<file path="config.mk">
export PLATFORM = sky130hd
export DESIGN_NAME = tap_tempo_estimator
export DESIGN_NICKNAME = d
export VERILOG_FILES = /design/src/design/tte_pkg.sv /design/src/design/tap_tempo_estimator.sv
export SDC_FILE = /design/constraint.sdc
export NUM_CORES = 1
export LEC_CHECK = 0
export CORE_MARGIN = 4
export CORE_UTILIZATION = 45
export CTS_BUF_LIST = sky130_fd_sc_hd__clkbuf_8 sky130_fd_sc_hd__clkbuf_16
export DETAILED_ROUTE_END_ITERATION = 8
export DONT_BUFFER_PORTS = 1
export GPL_ROUTABILITY_DRIVEN = 0
export HOLD_SLACK_MARGIN = 0.06
export PLACE_DENSITY_LB_ADDON = 0.05
export SYNTH_ARGS = -nofsm -noshare
export SYNTH_HDL_FRONTEND = slang
export SYNTH_SLANG_ARGS = --single-unit
</file>
<file path="constraint.sdc">
create_clock -name clk_i -period 9 [get_ports clk_i]
set_input_delay 1.35 -clock clk_i [delete_from_list [all_inputs] [get_ports clk_i]]
set_output_delay 1.35 -clock clk_i [all_outputs]
set_load 0.03 [all_outputs]
</file>
<file path="src/design/tte_pkg.sv">
// ----------------------------------------------------------------------------
// tte_pkg
// Shared types, constants and the control store of the tap tempo estimator.
// ----------------------------------------------------------------------------
package tte_pkg;

  localparam int unsigned TIME_W   = 32;
  localparam int unsigned GAP_W    = 16;  // width of a gap that is averaged
  localparam int unsigned CNT_W    = 4;
  localparam int unsigned BPM_W    = 10;
  localparam int unsigned AVG_WINDOW_DEF = 8;

  // Divider: the average pass divides period*(count-1)+gap (21 bits) by count; the tempo pass divides 60000 by period*4
  localparam int unsigned DVD_W    = 21;
  localparam int unsigned DVS_W    = 18;
  localparam int unsigned ITER_W   = 5;

  localparam logic [DVD_W-1:0] TEMPO_NUM = DVD_W'(60000);

  // Register map
  localparam int unsigned ADDR_W   = 4;
  localparam int unsigned DATA_W   = 32;
  localparam logic [1:0] REG_RESET_GAP = 2'd0;
  localparam logic [1:0] REG_MIN_BPM   = 2'd1;
  localparam logic [1:0] REG_MAX_BPM   = 2'd2;

  localparam logic [15:0]      RESET_GAP_DEF = 16'd2000;
  localparam logic [BPM_W-1:0] MIN_BPM_DEF   = 10'd20;
  localparam logic [BPM_W-1:0] MAX_BPM_DEF   = 10'd300;

  // Control store
  localparam int unsigned STEP_W = 4;

  typedef enum logic [2:0] {
    OP_NOP,
    OP_RESTART,
    OP_LOAD_AVG,
    OP_DIV_STEP,
    OP_SAVE_AVG,
    OP_LOAD_TEMPO,
    OP_CLAMP,
    OP_COMMIT
  } op_e;

  typedef enum logic [2:0] {
    JMP_NEVER,
    JMP_ALWAYS,
    JMP_NO_INPUT,
    JMP_NO_AVG,
    JMP_DIV_BUSY,
    JMP_AVG_ZERO,
    JMP_OUT_BUSY
  } cond_e;

  typedef struct packed {
    op_e              op;
    cond_e            cond;
    logic [STEP_W-1:0] target;
  } ctrl_t;

  localparam logic [STEP_W-1:0] ST_IDLE     = 4'd0;
  localparam logic [STEP_W-1:0] ST_DIV_AVG  = 4'd4;
  localparam logic [STEP_W-1:0] ST_DIV_TMP  = 4'd8;
  localparam logic [STEP_W-1:0] ST_OUT_WAIT = 4'd10;

  function automatic ctrl_t ucode(input logic [STEP_W-1:0] step);
    ctrl_t c;
    c = '{op: OP_NOP, cond: JMP_ALWAYS, target: ST_IDLE};
    unique case (step)
      4'd0:  c = '{op: OP_NOP,        cond: JMP_NO_INPUT, target: ST_IDLE};
      4'd1:  c = '{op: OP_RESTART,    cond: JMP_NEVER,    target: ST_IDLE};
      4'd2:  c = '{op: OP_NOP,        cond: JMP_NO_AVG,   target: ST_OUT_WAIT};
      4'd3:  c = '{op: OP_LOAD_AVG,   cond: JMP_NEVER,    target: ST_IDLE};
      4'd4:  c = '{op: OP_DIV_STEP,   cond: JMP_DIV_BUSY, target: ST_DIV_AVG};
      4'd5:  c = '{op: OP_SAVE_AVG,   cond: JMP_NEVER,    target: ST_IDLE};
      4'd6:  c = '{op: OP_NOP,        cond: JMP_AVG_ZERO, target: ST_OUT_WAIT};
      4'd7:  c = '{op: OP_LOAD_TEMPO, cond: JMP_NEVER,    target: ST_IDLE};
      4'd8:  c = '{op: OP_DIV_STEP,   cond: JMP_DIV_BUSY, target: ST_DIV_TMP};
      4'd9:  c = '{op: OP_CLAMP,      cond: JMP_NEVER,    target: ST_IDLE};
      4'd10: c = '{op: OP_NOP,        cond: JMP_OUT_BUSY, target: ST_OUT_WAIT};
      4'd11: c = '{op: OP_COMMIT,     cond: JMP_ALWAYS,   target: ST_IDLE};
      default: c = '{op: OP_NOP,      cond: JMP_ALWAYS,   target: ST_IDLE};
    endcase
    return c;
  endfunction

endpackage

</file>
<file path="src/design/tap_tempo_estimator.sv">
// ----------------------------------------------------------------------------
// tap_tempo_estimator
// Running-average tap tempo: averages tap gaps and turns the period into BPM.
// ----------------------------------------------------------------------------
//  channel | direction | handshake            | payload
//  --------+-----------+----------------------+------------------------------
//  in      | input     | in_valid_i/in_stall_o | tap_time_ms_i
//  out     | output    | out_valid_o/out_stall_i | tempo_valid_o, tempo_bpm_o
//  cfg     | input     | APB psel/penable      | reset_gap_ms, min_bpm, max_bpm
//
//  A word with no estimate skips both divider passes, a word whose new average
//  is zero skips the tempo pass, and a word with an estimate runs both passes.
//  The sequencer takes one word at a time; a finished word sits in the output
//  register while the next tap is already taken and worked on.
//  Reset restores the register defaults and clears the tap history.
//  A stalled output holds the sequencer just before it writes the result.
// ----------------------------------------------------------------------------
module tap_tempo_estimator #(
  parameter int unsigned AVG_WINDOW = tte_pkg::AVG_WINDOW_DEF
) (
  input  logic                        clk_i,
  input  logic                        rst_ni,
  input  logic                        in_valid_i,
  output logic                        in_stall_o,
  input  logic [tte_pkg::TIME_W-1:0]  tap_time_ms_i,
  output logic                        out_valid_o,
  input  logic                        out_stall_i,
  output logic                        tempo_valid_o,
  output logic [tte_pkg::BPM_W-1:0]   tempo_bpm_o,
  input  logic                        psel,
  input  logic                        penable,
  input  logic                        pwrite,
  input  logic [tte_pkg::ADDR_W-1:0]  paddr,
  input  logic [tte_pkg::DATA_W-1:0]  pwdata,
  output logic [tte_pkg::DATA_W-1:0]  prdata,
  output logic                        pready
);

  localparam int unsigned TW = tte_pkg::TIME_W;
  localparam int unsigned GW = tte_pkg::GAP_W;
  localparam int unsigned CW = tte_pkg::CNT_W;
  localparam int unsigned BW = tte_pkg::BPM_W;
  localparam int unsigned NW = tte_pkg::DVD_W;
  localparam int unsigned DW = tte_pkg::DVS_W;
  localparam int unsigned IW = tte_pkg::ITER_W;
  localparam int unsigned SW = tte_pkg::STEP_W;

  // Configuration registers
  logic [15:0]   reset_gap_q;
  logic [BW-1:0] min_bpm_q, max_bpm_q;
  logic          cfg_wr;
  logic [1:0]    cfg_idx;

  // Tap state
  logic [TW-1:0] last_tap_q, now_q, gap_q;
  logic [GW-1:0] avg_q;
  logic [CW-1:0] cnt_q;

  // Divider
  logic [NW-1:0] div_n_q;
  logic [DW-1:0] div_d_q, div_r_q;
  logic [IW-1:0] iter_q;
  logic [DW:0]   trial;
  logic          q_bit;

  // Result
  logic          res_valid_q;
  logic [BW-1:0] res_bpm_q;
  logic          out_valid_q, out_tv_q;
  logic [BW-1:0] out_bpm_q;

  // Sequencer
  logic [SW-1:0]   step_q, step_d;
  tte_pkg::ctrl_t  cw;
  logic            jump;
  logic            in_accept, out_busy;
  logic [CW+GW-1:0] weighted;
  logic [BW-1:0]   clamped;

  assign cfg_wr  = psel && penable && pwrite;
  assign cfg_idx = paddr[3:2];
  assign pready  = 1'b1;

  always_comb begin
    unique case (cfg_idx)
      tte_pkg::REG_RESET_GAP: prdata = {16'd0, reset_gap_q};
      tte_pkg::REG_MIN_BPM:   prdata = {22'd0, min_bpm_q};
      tte_pkg::REG_MAX_BPM:   prdata = {22'd0, max_bpm_q};
      default:                prdata = '0;
    endcase
  end

  always_ff @(posedge clk_i or negedge rst_ni) begin
    if (!rst_ni) begin
      reset_gap_q <= tte_pkg::RESET_GAP_DEF;
      min_bpm_q   <= tte_pkg::MIN_BPM_DEF;
      max_bpm_q   <= tte_pkg::MAX_BPM_DEF;
    end else if (cfg_wr) begin
      unique case (cfg_idx)
        tte_pkg::REG_RESET_GAP: reset_gap_q <= pwdata[15:0];
        tte_pkg::REG_MIN_BPM:   min_bpm_q   <= pwdata[BW-1:0];
        tte_pkg::REG_MAX_BPM:   max_bpm_q   <= pwdata[BW-1:0];
        default: ;
      endcase
    end
  end

  assign cw         = tte_pkg::ucode(step_q);
  assign in_stall_o = (step_q != tte_pkg::ST_IDLE);
  assign in_accept  = in_valid_i && !in_stall_o;
  assign out_busy   = out_valid_q && out_stall_i;

  always_comb begin
    unique case (cw.cond)
      tte_pkg::JMP_NEVER:    jump = 1'b0;
      tte_pkg::JMP_ALWAYS:   jump = 1'b1;
      tte_pkg::JMP_NO_INPUT: jump = !in_valid_i;
      tte_pkg::JMP_NO_AVG:   jump = (cnt_q == '0) || (gap_q == '0);
      tte_pkg::JMP_DIV_BUSY: jump = (iter_q != IW'(NW - 1));
      tte_pkg::JMP_AVG_ZERO: jump = (avg_q == '0);
      tte_pkg::JMP_OUT_BUSY: jump = out_busy;
      default:               jump = 1'b1;
    endcase
    step_d = jump ? cw.target : step_q + SW'(1);
  end

  // One restoring division step: bring down the next dividend bit
  assign trial = {div_r_q, div_n_q[NW-1]};
  assign q_bit = (trial >= {1'b0, div_d_q});

  assign weighted = avg_q * (cnt_q - CW'(1));

  always_comb begin
    priority if (div_n_q < NW'(min_bpm_q)) clamped = min_bpm_q;
    else if (div_n_q > NW'(max_bpm_q))     clamped = max_bpm_q;
    else                                   clamped = div_n_q[BW-1:0];
  end

  always_ff @(posedge clk_i or negedge rst_ni) begin
    if (!rst_ni) begin
      step_q      <= tte_pkg::ST_IDLE;
      last_tap_q  <= '0;
      avg_q       <= '0;
      cnt_q       <= '0;
      res_valid_q <= 1'b0;
      res_bpm_q   <= '0;
      out_valid_q <= 1'b0;
      iter_q      <= '0;
    end else begin
      step_q <= step_d;
      if (out_valid_q && !out_stall_i) out_valid_q <= 1'b0;
      unique case (cw.op)
        tte_pkg::OP_NOP: begin
          if (in_accept) begin
            res_valid_q <= 1'b0;
            res_bpm_q   <= '0;
          end
        end
        tte_pkg::OP_RESTART: begin
          if (gap_q > TW'(reset_gap_q)) cnt_q <= '0;
        end
        tte_pkg::OP_LOAD_AVG: iter_q <= '0;
        tte_pkg::OP_DIV_STEP: iter_q <= iter_q + IW'(1);
        tte_pkg::OP_SAVE_AVG: avg_q <= div_n_q[GW-1:0];
        tte_pkg::OP_LOAD_TEMPO: iter_q <= '0;
        tte_pkg::OP_CLAMP: begin
          res_valid_q <= 1'b1;
          res_bpm_q   <= clamped;
        end
        tte_pkg::OP_COMMIT: begin
          last_tap_q  <= now_q;
          cnt_q       <= (cnt_q < CW'(AVG_WINDOW)) ? cnt_q + CW'(1) : CW'(AVG_WINDOW);
          out_valid_q <= 1'b1;
        end
        default: ;
      endcase
    end
  end

  // Datapath registers without reset
  always_ff @(posedge clk_i) begin
    if (in_accept) begin
      now_q <= tap_time_ms_i;
      gap_q <= tap_time_ms_i - last_tap_q;
    end
    unique case (cw.op)
      tte_pkg::OP_LOAD_AVG: begin
        // gap is within the reset limit here, so it fits 16 bits
        div_n_q <= NW'(weighted) + NW'(gap_q[GW-1:0]);
        div_d_q <= DW'(cnt_q);
        div_r_q <= '0;
      end
      tte_pkg::OP_LOAD_TEMPO: begin
        div_n_q <= tte_pkg::TEMPO_NUM;
        div_d_q <= {avg_q, 2'b00};
        div_r_q <= '0;
      end
      tte_pkg::OP_DIV_STEP: begin
        div_n_q <= {div_n_q[NW-2:0], q_bit};
        div_r_q <= q_bit ? DW'(trial - {1'b0, div_d_q}) : trial[DW-1:0];
      end
      tte_pkg::OP_COMMIT: begin
        out_tv_q  <= res_valid_q;
        out_bpm_q <= res_bpm_q;
      end
      default: ;
    endcase
  end

  assign out_valid_o   = out_valid_q;
  assign tempo_valid_o = out_tv_q;
  assign tempo_bpm_o   = out_bpm_q;

endmodule

</file>
==> results.toml, run 1 <==
[setup_path]
crit_path_max_incr_delay_ns = 0.55
cp_max_fo = 17
cp-startpoint = "cnt_q[0]$_DFFE_PN0P_"
r2r_cells = 26
slowest_stage = "fa_1"
crit_type = "reg -> reg"
worstPathRequired_ns = 9.29
reg2reg_from = "cnt_q[0]$_DFFE_PN0P_"
cp-end-kind = "flip-flop"
critPathLaunchType = "flip-flop"
cp.arrival_ns = 7.56

[logic_synthesis]
synth_cell_types = 83
synthFlopType = "edfxtp_1"
netlist_area_sq_um = 16400
synth-seq-cells = 241
synth_edf_count = 132
yosysWarnings = 0
syn_inst = 1646
ys_seq_area_frac = 0.410
syn_area_per_cell_sq_um = 9.95
async_flop_share = 0.452

[cells_and_area]
drive_above_1_share = 0.0788
nFillCells = 3318
final_cell_area_sq_um = 17800
final_cell_mix = "inv_1 (197), nand2_1 (160), ha_1 (150), o21ai_0 (136), edfxtp_1 (132)"
synthToLayoutAreaGrowth_pct = 8.50
multi_input_area_sq_um = 8750
layout_commonest_cell = "inv_1"
antenna_cells = 0
register_area_sq_um = 6710
fin_nets = 1923

[global_route]
first_global_vias = 11800
grt_start_max_net_pins = 110
grt.total_usage = 0.202
overflow = 0
grt_pass1_wl_mm = 63.9
antenna_found_initial = 1

[floorplan]
fp.dieH_um = 199
die_w_um = 199
num_rows = 69
initial_core_util = 0.458
io_pins = 121
core_sq_um = 35700
die-area_sq_um = 39500

[clock_network]
cts_tree = "yes"
post_cts_resized = 0
clk_latency_ns = 0.56
hold_buffers = 0
cts-htree-levels = 1
cts_max_path_buffers = 3
clk_pin_slew_ns = 0.06
cts_root_buf = "clkbuf_16"
clock_sinks = 241
cts_made_buffers = 29
cts_setup_buffers = 0

[sta]
setup-violations-final = 0
slew_viol_final = 0
clock_skew_ns = 0.0106
rsz0062_at_grt = "no"
slew-limit-headroom = 0.273
setup_ws_ns = 1.73
fin_crit_ns = 7.27
fmax_ghz = 0.138
fin_crit_sh = 0.808
worstMarginPinSlew_ns = 1.08
hold_violations = 0
tns_ns = 0

[drt]
drtIter0Drc = 566
wire_per_inst_um = 18.3
wirelength_mm = 39.1
dr.pass1.iters = 5
routedLengthMet1_mm = 18.5
wl_met3_mm = 1.63
drtAntennaViolNets = 0
dr_total_vias = 11600
wl_met2_mm = 18.0
route.detailed.drc = 0
top_layer = "met4"
vias_per_cell = 5.44

[worst_hold_path]
holdPathStages = 0
holdCritPathClass = "reg -> reg"
hp-start = "res_valid_q$_DFFE_PN0P_"

[run_status]
status = "finished, final reports clean"

[place]
hpwl_mm = 29.2
post-place-ws_ns = 1.81
port_buffers = 0
place_area_sq_um = 16900

[flow_run]
maxCapViolCount = 0
==> logic make-up (layout without fill, tap and decap cells) <==
family	after synthesis	in the layout	synth area share
multiplexers	56	56	0.0367
AO/OA/AOI/OAI	369	369	0.143
flip-flops	241	241	0.410
buffers and inverters	244	258	0.0606
other	2	17	0.000459
XOR/XNOR	79	79	0.0423
adder cells (fa/ha/maj)	196	196	0.171
AND/OR/NAND/NOR	459	459	0.136
==> Yosys cell counts (3+ instances only) <==
library cell	instances	area share
buf_4	17	0.0078
nand3_1	33	0.010
a31o_2	3	0.0016
and2_1	37	0.014
a221o_1	3	0.0018
and3_1	9	0.0034
xor2_1	31	0.017
inv_1	187	0.043
o21a_1	21	0.0096
nand2_1	160	0.037
o311ai_0	10	0.0053
or2_2	10	0.0038
a31oi_1	7	0.0027
o31ai_1	4	0.0018
o21ai_1	4	0.0012
fa_1	46	0.056
o211ai_1	8	0.0037
nor2_1	82	0.019
ha_1	150	0.11
buf_1	4	0.00092
o21bai_1	10	0.0046
a22o_1	3	0.0016
o41ai_1	4	0.0021
a211o_1	4	0.0021
mux2i_1	24	0.015
edfxtp_1	132	0.24
mux2_2	32	0.022
a21oi_1	79	0.024
o21ai_0	137	0.042
clkbuf_1	32	0.0073
dfrtp_1	97	0.15
nor3_1	22	0.0067
dfstp_2	12	0.019
nand2b_1	13	0.0050
a21o_1	25	0.011
a211oi_1	12	0.0055
nor4_1	19	0.0073
or3_1	4	0.0015
nand4_1	11	0.0042
xnor2_1	48	0.026
nor2b_1	45	0.017
o31a_1	5	0.0027
==> state kept, by name, summed over array words and instances, names as in the netlist <==
name,count
avg_q,16
cnt_q,4
div_d_q,18
div_n_q,21
div_r_q,18
gap_q,32
iter_q,5
last_tap_q,32
max_bpm_q,10
min_bpm_q,10
now_q,32
out_valid_o,1
res_bpm_q,10
res_valid_q,1
reset_gap_q,16
step_q,4
tempo_bpm_o,10
tempo_valid_o,1
==> worst max-delay path, delay by kind of cell, from the launching register on <==
family                     cells  cell delay [ns]
and+or+nand+nor                7             1.71
xor gates and xnor gates       2             0.24
DFF                            1             0.37
adders and majority gates      6             2.36
AOI/OAI and AO/OA              9             2.00
buffers and inverters          2             0.30
==> layout make-up <==
type,count,area share
well taps,461,0.0325
flip-flops and latches,241,0.378
clock inverters,19,0.00486
multi-input cells,1176,0.493
clock buffers,35,0.0461
repair buffers,15,0.00634
inverters,189,0.0399
==> metrics by stage <==
step,std cells,hold WS [ns],utilization
2_1_floorplan,1661,0.425,-
4_1_cts,2136,0.446,0.497
3_5_place_dp,2082,0.432,0.472
3_3_place_gp,2082,0.432,0.472
5_1_grt,2136,0.450,0.497
6_report,2136,0.444,0.497
==> final timing paths <==
check                                             end  slack (ns)
max                             div_n_q[19]$_DFFE_PP_        1.73
max in group asynchronous    min_bpm_q[4]$_DFFE_PN1P_        8.22
min reg2reg                   tempo_valid_o$_DFFE_PP_        0.44
max reg2reg                     div_n_q[19]$_DFFE_PP_        1.73
min in group asynchronous  last_tap_q[12]$_DFFE_PN0P_        0.48
min                           tempo_valid_o$_DFFE_PP_        0.44
==> metal layers <==
metal / vias up / GRT usage
li1: 5735 / -
met5: - / 0
met3: 56 / 0.0317
met1: 5623 / 0.286
met4: 0 / 0.0471
met2: 198 / 0.330
Power of run 1 is left out: the tool's default activity adds up to more than one toggle a clock period on the data nets, which glitch-free logic cannot reach.
==> inputs of run 2 (changes only) <==
--- a/config.mk
+++ b/config.mk
@@ -5,6 +5,7 @@
 export SDC_FILE = /design/constraint.sdc
 export NUM_CORES = 1
 export LEC_CHECK = 0
+export ABC_AREA = 1
 export CORE_MARGIN = 4
 export CORE_UTILIZATION = 45
 export CTS_BUF_LIST = sky130_fd_sc_hd__clkbuf_8 sky130_fd_sc_hd__clkbuf_16
==> constraint.sdc (replaced) <==
create_clock -name clk_i -period 7.2 [get_ports clk_i]
set_input_delay 1.08 -clock clk_i [delete_from_list [all_inputs] [get_ports clk_i]]
set_output_delay 1.08 -clock clk_i [all_outputs]
set_load 0.03 [all_outputs]
==> results.toml, run 2 <==
[floorplan]
die-area_sq_um = 40700
io_pins = 121
core_sq_um = 36900
initial_core_util = 0.458
num_rows = 70
die_w_um = 202
fp.dieH_um = 202

[sta]
worstMarginPinSlew_ns = 0.980
setup-violations-final = 0
slew_viol_final = 0
hold_violations = 0
fin_crit_sh = 0.843
rsz0062_at_grt = "no"
clock_skew_ns = 0.0211
slew-limit-headroom = 0.345
fin_crit_ns = 6.07
fmax_ghz = 0.165
tns_ns = 0

[cells_and_area]
antenna_cells = 0
largestRegisters = "gap_q x32, last_tap_q x32, now_q x32"
layout_commonest_cell = "nand2_1"
final_cell_mix = "nand2_1 (413), inv_1 (322), nor2_1 (191), o21ai_0 (163), ha_1 (150)"
drive_above_1_share = 0.0455
fin_util = 0.496
final_cell_area_sq_um = 18300
nFillCells = 3556
synthToLayoutAreaGrowth_pct = 8.20
fin_nets = 2294

[global_route]
overflow = 0
grt.total_usage = 0.214
busiest_layer = "met2"
first_global_vias = 13000
antenna_found_initial = 0
met3_usage = 0.0249
grt_pass1_wl_mm = 70.9
gr-usage-met1 = 0.297
grtUsageMet2 = 0.357
grt_start_max_net_pins = 110

[drt]
route.detailed.drc = 0
drtAntennaViolNets = 0
wire_per_inst_um = 17.1
dr_total_vias = 13300
dr.pass1.iters = 5
drtIter0Drc = 845
vias_per_cell = 5.21
wirelength_mm = 43.6

[logic_synthesis]
yosys.area.top_type = "edfxtp_1"
yosys-top-cells-area = "edfxtp_1 (23%), dfrtp_1 (14%), ha_1 (11%)"
synthFlopType = "edfxtp_1"
ys_seq_area_frac = 0.397
async_flop_share = 0.452
yosysMostFrequentCell = "nand2_1"
syn_area_per_cell_sq_um = 8.34
yosys.area.top_type_share = 0.235
syn_inst = 2026
synth_cell_types = 57
yosysWarnings = 0
synth-seq-cells = 241
synthTopCellsByCount = "nand2_1 (413), inv_1 (314), nor2_1 (192), o21ai_0 (163), ha_1 (150)"
netlist_area_sq_um = 16900
synth_edf_count = 132

[setup_path]
cp-end-kind = "flip-flop"
crit_top_cell = "nand2_1"
critPathLaunchType = "flip-flop"
crit_type = "reg -> reg"
cp.arrival_ns = 6.39
worstPathRequired_ns = 7.52
crit_path_max_incr_delay_ns = 0.55
slowest_stage = "fa_1"
cp_max_fo = 9

[place]
port_buffers = 0
place_area_sq_um = 17300
hpwl_mm = 33.9

[clock_network]
cts_made_buffers = 29
clk_pin_slew_ns = 0.06
hold_buffers = 0
clock_sinks = 241
cts_setup_buffers = 0
cts_root_buf = "clkbuf_16"
cts-htree-levels = 1
post_cts_resized = 0
clk_latency_ns = 0.56
cts_tree = "yes"
cts_max_path_buffers = 3

[run_status]
status = "finished, final reports clean"

[flow_run]
maxCapViolCount = 0

[worst_hold_path]
holdCritPathClass = "in -> async"
-- run 2: changes by cell type in the layout (fill, tap and decap cells not counted), sizes merged, moves of 45 or more --
| cell | delta |
|---|---|
| a21oi | +51 |
| inv | +131 |
| nand2 | +256 |
| nand3 | +48 |
| nor2 | +112 |
| nor2b | -45 |
-- run 2: area by class of cell --
class / instances / area [sq um] / area share
multi-input combinational: 1418 / 8710 / 0.476
tap: 504 / 631 / 0.0345
clock inverter: 18 / 90.1 / 0.00493
timing repair buffer: 11 / 82.6 / 0.00452
inverter: 322 / 1210 / 0.0661
clock buffer: 36 / 856 / 0.0468
sequential: 241 / 6710 / 0.367
-- run 2: cells by family (layout without fill, tap and decap cells) --
kind of cell | Yosys count | count (layout) | synth area share
compound gates | 381 | 381 | 0.125
buf+inv | 382 | 387 | 0.0914
flops | 241 | 241 | 0.397
xor+xnor | 64 | 64 | 0.0332
other cells | 2 | 17 | 0.000444
fa+ha+maj | 196 | 196 | 0.166
simple gates | 760 | 760 | 0.188
-- run 2: final timing paths --
kind	from	end	slack [ns]	cells after the start
min in group clk_i	now_q[0]$_DFFE_PP_	last_tap_q[0]$_DFFE_PN0P_	0.45	2
max in group asynchronous	rst_ni	max_bpm_q[3]$_DFFE_PN1P_	6.74	0
worst max-delay path	cnt_q[1]$_DFFE_PN0P_	div_n_q[19]$_DFFE_PP_	1.13	31
worst max register to register	cnt_q[1]$_DFFE_PN0P_	div_n_q[19]$_DFFE_PP_	1.13	31
worst min register to register	now_q[0]$_DFFE_PP_	last_tap_q[0]$_DFFE_PN0P_	0.45	2
worst min-delay path	rst_ni	avg_q[15]$_DFFE_PN0N_	0.22	0
-- run 2: stage by stage --
stage | std cells | worst slack (ns) | hold slack [ns]
floorplan | 2041 | 1.43 | 0.425
global placement | 2496 | 1.25 | 0.434
detailed placement | 2496 | 1.22 | 0.436
CTS | 2550 | 1.19 | 0.185
global route | 2550 | 0.779 | 0.190
finish | 2550 | 1.13 | 0.224
-- run 2: critical path: cells and delay by family (launching register included) --
family	cells	cell delay, ns
AO/OA/AOI/OAI	2	0.36
XOR/XNOR	1	0.22
adder cells (fa/ha/maj)	6	2.47
buffers and inverters	6	0.50
flip-flops	1	0.45
AND/OR/NAND/NOR	16	1.81
-- run 2: per-layer routing --
metal  part of all wire  wire [um]
met3              0.042       1850
met4              0.028       1220
met1               0.46      19800
met2               0.47      20700
met5                  0          0
Power of run 2 is left out for the same reason.
==> inputs of run 3 (changes only) <==
==> constraint.sdc (replaced) <==
create_clock -name clk_i -period 6.3 [get_ports clk_i]
set_input_delay 0.945 -clock clk_i [delete_from_list [all_inputs] [get_ports clk_i]]
set_output_delay 0.945 -clock clk_i [all_outputs]
set_load 0.03 [all_outputs]
==> results.toml, run 3 (synthesis gave the netlist of run 2 again) <==
[run_status]
status = "finished, final reports clean"

[clock_network]
cts_root_buf = "clkbuf_16"
cts-htree-levels = 1
cts_setup_buffers = 0
clk_latency_ns = 0.55
clock_sinks = 241
cts_max_path_buffers = 3
cts_made_buffers = 29
cts_tree = "yes"
clk_pin_slew_ns = 0.06

[setup_path]
crit_type = "reg -> reg"
critPathLaunchType = "flip-flop"
slowest_stage = "fa_1"
r2r-end = "div_n_q[19]$_DFFE_PP_"
cp-end-kind = "flip-flop"
critPathTopFamily = "adder cells"
cp.arrival_ns = 6.18
crit_top_cell = "nand2_1"
worstPathRequired_ns = 6.61
r2r_slack_ns = 0.43
cp_max_fo = 7
crit_path_max_incr_delay_ns = 0.56
r2r_cells = 28
path_buf_inv = 4
reg2reg_from = "cnt_q[1]$_DFFE_PN0P_"

[drt]
drtAntennaViolNets = 0
wirelength_mm = 43.7
dr.pass1.iters = 5
vias_per_cell = 5.19
drtIter0Drc = 791
dr_total_vias = 13300
route.detailed.drc = 0
wire_per_inst_um = 17.1

[cells_and_area]
final_cell_mix = "nand2_1 (412), inv_1 (320), nor2_1 (190), o21ai_0 (162), ha_1 (150)"
antenna_cells = 0
fin_nets = 2298
layout_commonest_cell = "nand2_1"
largestRegisters = "gap_q x32, last_tap_q x32, now_q x32"
synthToLayoutAreaGrowth_pct = 8.31
register_area_sq_um = 6710
drive_above_1_share = 0.0483
nFillCells = 3594
multi_input_area_sq_um = 8720

[floorplan]
fp.dieH_um = 202
num_rows = 70
io_pins = 121
die-area_sq_um = 40700
initial_core_util = 0.458
core_sq_um = 36900
die_w_um = 202

[sta]
holdWs_ns = 0.100
rsz0062_at_grt = "no"
slew-limit-headroom = 0.350
fin_crit_sh = 0.932
fmax_ghz = 0.170
setup_ws_ns = 0.430
slew_viol_final = 0
setup-violations-final = 0
hold_violations = 0
fin_crit_ns = 5.87
tns_ns = 0
worstMarginPinSlew_ns = 0.972
clock_skew_ns = 0.0144

[flow_run]
maxCapViolCount = 0

[place]
post-place-ws_ns = 0.311
hpwl_mm = 33.8
port_buffers = 0

[global_route]
overflow = 0
grt_start_max_net_pins = 110
antenna_found_initial = 0
grt.total_usage = 0.214
grt_pass1_wl_mm = 70.9
first_global_vias = 13100

[worst_hold_path]
holdCritPathClass = "in -> async"
[run 3: changes by cell type in the layout (fill, tap and decap cells not counted), moves of 2 or more]
cell,previous run,this run
inv_1,322,320
inv_4,0,2
buf_4,11,13
dlygate4sd3_1,0,2
clkbuf_16,32,30
[run 3: per-layer routing]
layer / up-vias / wire (um) / GRT usage
met5: - / 0 / 0
met2: 320 / 20800 / 0.363
met1: 6240 / 19600 / 0.292
met4: 0 / 1170 / 0.0510
li1: 6642 / - / -
met3: 60 / 2100 / 0.0292
[run 3: metrics by stage]
step                area [sq um]  cells   util
finish                     18300   2553  0.496
global route               18300   2553  0.496
CTS                        18300   2551  0.496
detailed placement         17400   2498  0.471
global placement           17400   2498  0.471
floorplan                  17000   2041      -
[run 3: repair_timing]
item,in CTS,in global routing
resized for setup,0,4
hold endpoints to repair,0,10
setup endpoints to repair,0,5
hold buffers,0,2
[run 3: final cells by class]
cell class                 instances  share of cell area
multi-input combinational       1418               0.476
sequential                       241               0.366
inverter                         322              0.0660
clock buffer                      33              0.0433
tap                              504              0.0344
clock inverter                    20             0.00711
timing repair buffer              15             0.00642
[run 3: worst max path at each step]
stage	to	slack (ns)	cells after the start	startpoint
after floorplan	div_n_q[19]$_DFFE_PP_	0.53	32	cnt_q[0]$_DFFE_PN0P_
after global placement	div_n_q[19]$_DFFE_PP_	0.29	28	cnt_q[1]$_DFFE_PN0P_
after detailed placement	div_n_q[19]$_DFFE_PP_	0.31	28	cnt_q[1]$_DFFE_PN0P_
after CTS	div_n_q[19]$_DFFE_PP_	0.27	28	cnt_q[1]$_DFFE_PN0P_
after global routing	div_n_q[19]$_DFFE_PP_	0.01	28	cnt_q[1]$_DFFE_PN0P_
final	div_n_q[19]$_DFFE_PP_	0.43	28	cnt_q[1]$_DFFE_PN0P_
Power of run 3 is left out for the same reason.
